**src/hw/rtl/wfc_ram.sv**
```systemverilog
// Generic simple dual-port RAM: one write port, one read port, registered read.
// No dependencies.
`timescale 1ns / 1ps

module wfc_ram #(
    parameter int WIDTH = 8,
    parameter int DEPTH = 16,
    localparam int AW = (DEPTH > 1) ? $clog2(DEPTH) : 1
) (
    input  logic             i_clk,
    input  logic             i_we,
    input  logic [AW-1:0]    i_waddr,
    input  logic [WIDTH-1:0] i_wdata,
    input  logic [AW-1:0]    i_raddr,
    output logic [WIDTH-1:0] o_rdata
);

    logic [WIDTH-1:0] r_mem [DEPTH];
    logic [WIDTH-1:0] r_rdata;

    // write port and registered read port
    always_ff @(posedge i_clk) begin
        if (i_we) begin
            r_mem[i_waddr] <= i_wdata;
        end
        r_rdata <= r_mem[i_raddr];
    end

    assign o_rdata = r_rdata;

endmodule

```
**config.mk**
```make
export PLATFORM = sky130hd
export DESIGN_NAME = wfc_ram
export DESIGN_NICKNAME = d
export VERILOG_FILES = /design/src/hw/rtl/wfc_ram.sv
export SDC_FILE = /design/constraint.sdc
export NUM_CORES = 1
export LEC_CHECK = 0
export BUFFER_PORTS_ARGS = -buffer_cell sky130_fd_sc_hd__buf_2
export CORE_UTILIZATION = 25
export DETAILED_ROUTE_END_ITERATION = 12
export PLACE_DENSITY = 0.37
export SLEW_MARGIN = 40
export SYNTH_ARGS = -nofsm -noshare
export SYNTH_HDL_FRONTEND = slang
export SYNTH_SLANG_ARGS = --single-unit
```
**constraint.sdc**
```tcl
create_clock -name i_clk -period 3.87 [get_ports i_clk]
set_input_delay 0.1935 -clock i_clk [delete_from_list [all_inputs] [get_ports i_clk]]
set_output_delay 0.1935 -clock i_clk [all_outputs]
set_load 0.01 [all_outputs]
```
# ---- Word-level counts from Yosys, hierarchy flattened
# Memory sizes are Yosys's and may differ from the RTL's. A register that Yosys moved wholly into a read port is not among the register bits.
# Cells that the tools add are included.
dict set report op_classes {
  muxes 2
}
# op n
set op_table {}
lappend op_table {{$mux W1} 2}
dict set report totals {
  reg_bits 0
  ramBits 128
  inputBits 18
  word_cells 3
  memories 1
}
# memory words word_bits read_ports rd_clocked_by_memory_dff wr line
set memory_table {}
lappend memory_table {r_mem 16 8 1 1 1 18} ;# logic [WIDTH-1:0] r_mem [DEPTH];

# ---- Depth between registers and ports, before layout
dict set report depth {
  ltp_word 2
  ltp_mapped 5
  ltp_nobuf 3
}

# ---- Worst setup path after synthesis
# OpenSTA, ideal clock, no wires.
dict set report synth_timing {
  kind {input to register}
  from {input i_waddr[2]}
  to {memory r_mem[0][0], enable pin}
  setup_time_ns 0.383
  t_arrival_ns 1.303
  required_ns 3.487
  setup_slack_ns 2.184
  path_stages 2
  path_cell_list {or3b_2 > nor3_1}
}
# item line
set synth_lines {}
lappend synth_lines {{start, declared} 12} ;# input logic [AW-1:0] i_waddr,
lappend synth_lines {{end, declared} 18}
# Straight into the memory's write port.

==> metrics.cfg <==
[yosys]
yosysSeqAreaShare_pct = 77.8
synth_seq_cells = 136
syn-num-nets = 247
synth_cells = 229
ys_types = 19
yosys_warnings = 0
synth.avg_cell_area_sq_um = 22.5
syn_area_sq_mm = 0.00515

[critical_path]
end_kind = register
start_kind = primary input
path_cells = buf_2 > buf_4 > mux4_1 > a22oi_1 > nand2_1
path_buf_inv = 2
cp.required_ps = 4180
worstPathArrival_ps = 1930
slowest_stage = mux4_1
cpLargestDelayFamily = buffers and inverters
slowest_delay_ps = 560
crit_type = primary input to register
cp_max_fo = 18

[detailed_routing]
drc = 0
wl_per_cell_um = 20.5
via_per_inst = 4.25
antenna_left = 0
finalWirelength_um = 11300
vias = 2348
first_pass_iters = 4
drtIter0Drc = 190

[layout]
area.growth.synth_to_final_pct = 19.8
antenna_cells = 0
nFillCells = 1987
drive_gt1_share_pct = 33.0
fin_cells = 552
register_area_sq_mm = 0.00400
multiInputGateArea_sq_mm = 0.00109
fin_nets = 287

[grt]
grt_overflow = 0
use_met1_pct = 14.9
grt_pass1_vias = 2552
grt_use_total_pct = 11.4
grt_first_pass_wirelength_um = 16600
top_usage_layer = met2
grt_max_degree = 33
grtUsageMet2_pct = 17.5
met3_usage_pct = 3.48
antenna_found_initial = 1

[timing]
max_freq_mhz = 618
maxSlewViolCount = 0
finClkSkew_ps = 7.42
fin_crit_ps = 1620
max_slew.worst_pin.slew_ps = 778
final_hold_viol_count = 0
rsz0062_at_grt = false
max-slew-margin-rel_pct = 48.0
finalSetupViolCount = 0
post-route-period-util_pct = 41.8
setup_slack_ps = 2250
setup_tns_ps = 0

[cts]
post-cts-setup-buffers = 0
ctsHoldBuffers = 0
cts_buffer_depth = 2
cts.sinks = 136
root_buffer = clkbuf_16
clk_pin_slew_ps = 60
cts-buffers-inserted = 17
cts_tree = yes
htree_levels = 4
clkLatencyLatePin_ps = 420
ctsResizeCount = 0

[worst_hold_path]
hp-class = primary input to register

[place]
place.gp.congestion = 0.668
dpl_worst_slack_ps = 1740
io_buffer_count = 25
placedCellCount = 520
dp_hpwl_um = 7200

[floorplanning]
io_pins = 26
die_area_sq_mm = 0.0212
core_sq_mm = 0.0202
die_width_um = 145
rows = 52
initial_core_util_pct = 25.4
die_h_um = 145

[pwr]
power_density_mw_per_mm2 = 543
p_leak_nw = 1.99
vdd_drop_max_v = 0.000297

[status]
outcome = finished, final reports clean

[flow_run]
cap_violations = 0

[where the power goes]
group	internal (mW)	switching, mW	leakage, nW
sequential	1.65	0.0112	1.22
clock	0.933	0.600	0.269
combinational	0.0612	0.0939	0.500
[final timing paths]
| kind | from | to | slack, ps | depth (start not counted) |
|---|---|---|---|---|
| worst max register to register | r_mem[9][3] | o_rdata[3] | 2470 | 3 |
| worst max-delay path | i_raddr[0] | o_rdata[5] | 2250 | 5 |
| worst min-delay path | i_wdata[1] | r_mem[15][1] | 150 | 1 |
| worst min register to register | r_mem[4][6] | o_rdata[6] | 680 | 3 |
[cell usage after synthesis]
cell               n  share of area (%)
edfxtp_1         128                 75
buf_2              3               0.29
nand3_1            1              0.097
clkdlybuf4s25_2    3               0.58
nand2_1            9               0.66
mux4_1            14                7.1
or3b_2             1               0.17
and2b_1            1               0.15
nand3b_1           2               0.29
and2_1             1               0.12
mux4_2            18                7.9
a22oi_1           16                2.3
dfxtp_1            8                3.1
buf_4              1               0.15
nor3_1             4               0.39
nand2b_1           2               0.24
nor2b_1            1               0.12
buf_6              3               0.66
nor2_1            13               0.95
[per-stage QoR]
step / hold slack (ps) / util, % / instance area, sq um / power [mW]
after CTS: 138 / 30.5 / 6160 / 3.39
after floorplan: 292 / - / 5150 / 1.77
after detailed placement: 589 / 27.7 / 5600 / 1.85
final: 155 / 30.5 / 6170 / 3.35
after global routing: 150 / 30.5 / 6170 / 3.45
after global placement: 591 / 27.5 / 5570 / 1.85
[state kept, by name, indices dropped and copies added, names as in the netlist]
| signal | cells |
|---|---|
| o_rdata | 8 |
| r_mem | 128 |
[cell usage in the layout, fill, tap and decap left out, types with 2 or more instances in the layout]
master,instances
nor3_1,4
edfxtp_1,128
nand2_1,9
nor2_2,13
clkbuf_16,17
dfxtp_1,8
mux4_1,14
a22oi_1,16
clkinv_1,2
mux4_2,18
buf_2,24
buf_4,7
bufinv_16,2
nand2b_1,2
clkinvlp_4,4
clkinv_2,6
nand3b_1,2
[kinds of logic (layout without fill, tap and decap cells)]
kind of cell           after synthesis  count (layout)  synth area share [%]
flip-flops                         136             136                  77.8
AO/OA/AOI/OAI                       16              16                  2.33
buffers and inverters               10              63                  1.68
multiplexers                        32              32                  15.0
AND/OR/NAND/NOR                     35              35                  3.18
[layout make-up]
class	count	share of cell area (%)
repair buffers	31	2.80
clock inverters	15	2.21
flip-flops and latches	136	64.9
multi-input cells	83	17.7
well taps	270	5.48
clock buffers	17	6.90
[layer usage]
metal	part of all wire, %	wire length, um	vias to the layer above
met4	1.4	163	2
met5	0.11	13	-
met1	48	5370	1228
met3	3.9	446	14
li1	-	-	1055
met2	47	5310	49
Note: power is estimated with default switching activity, not from simulation.
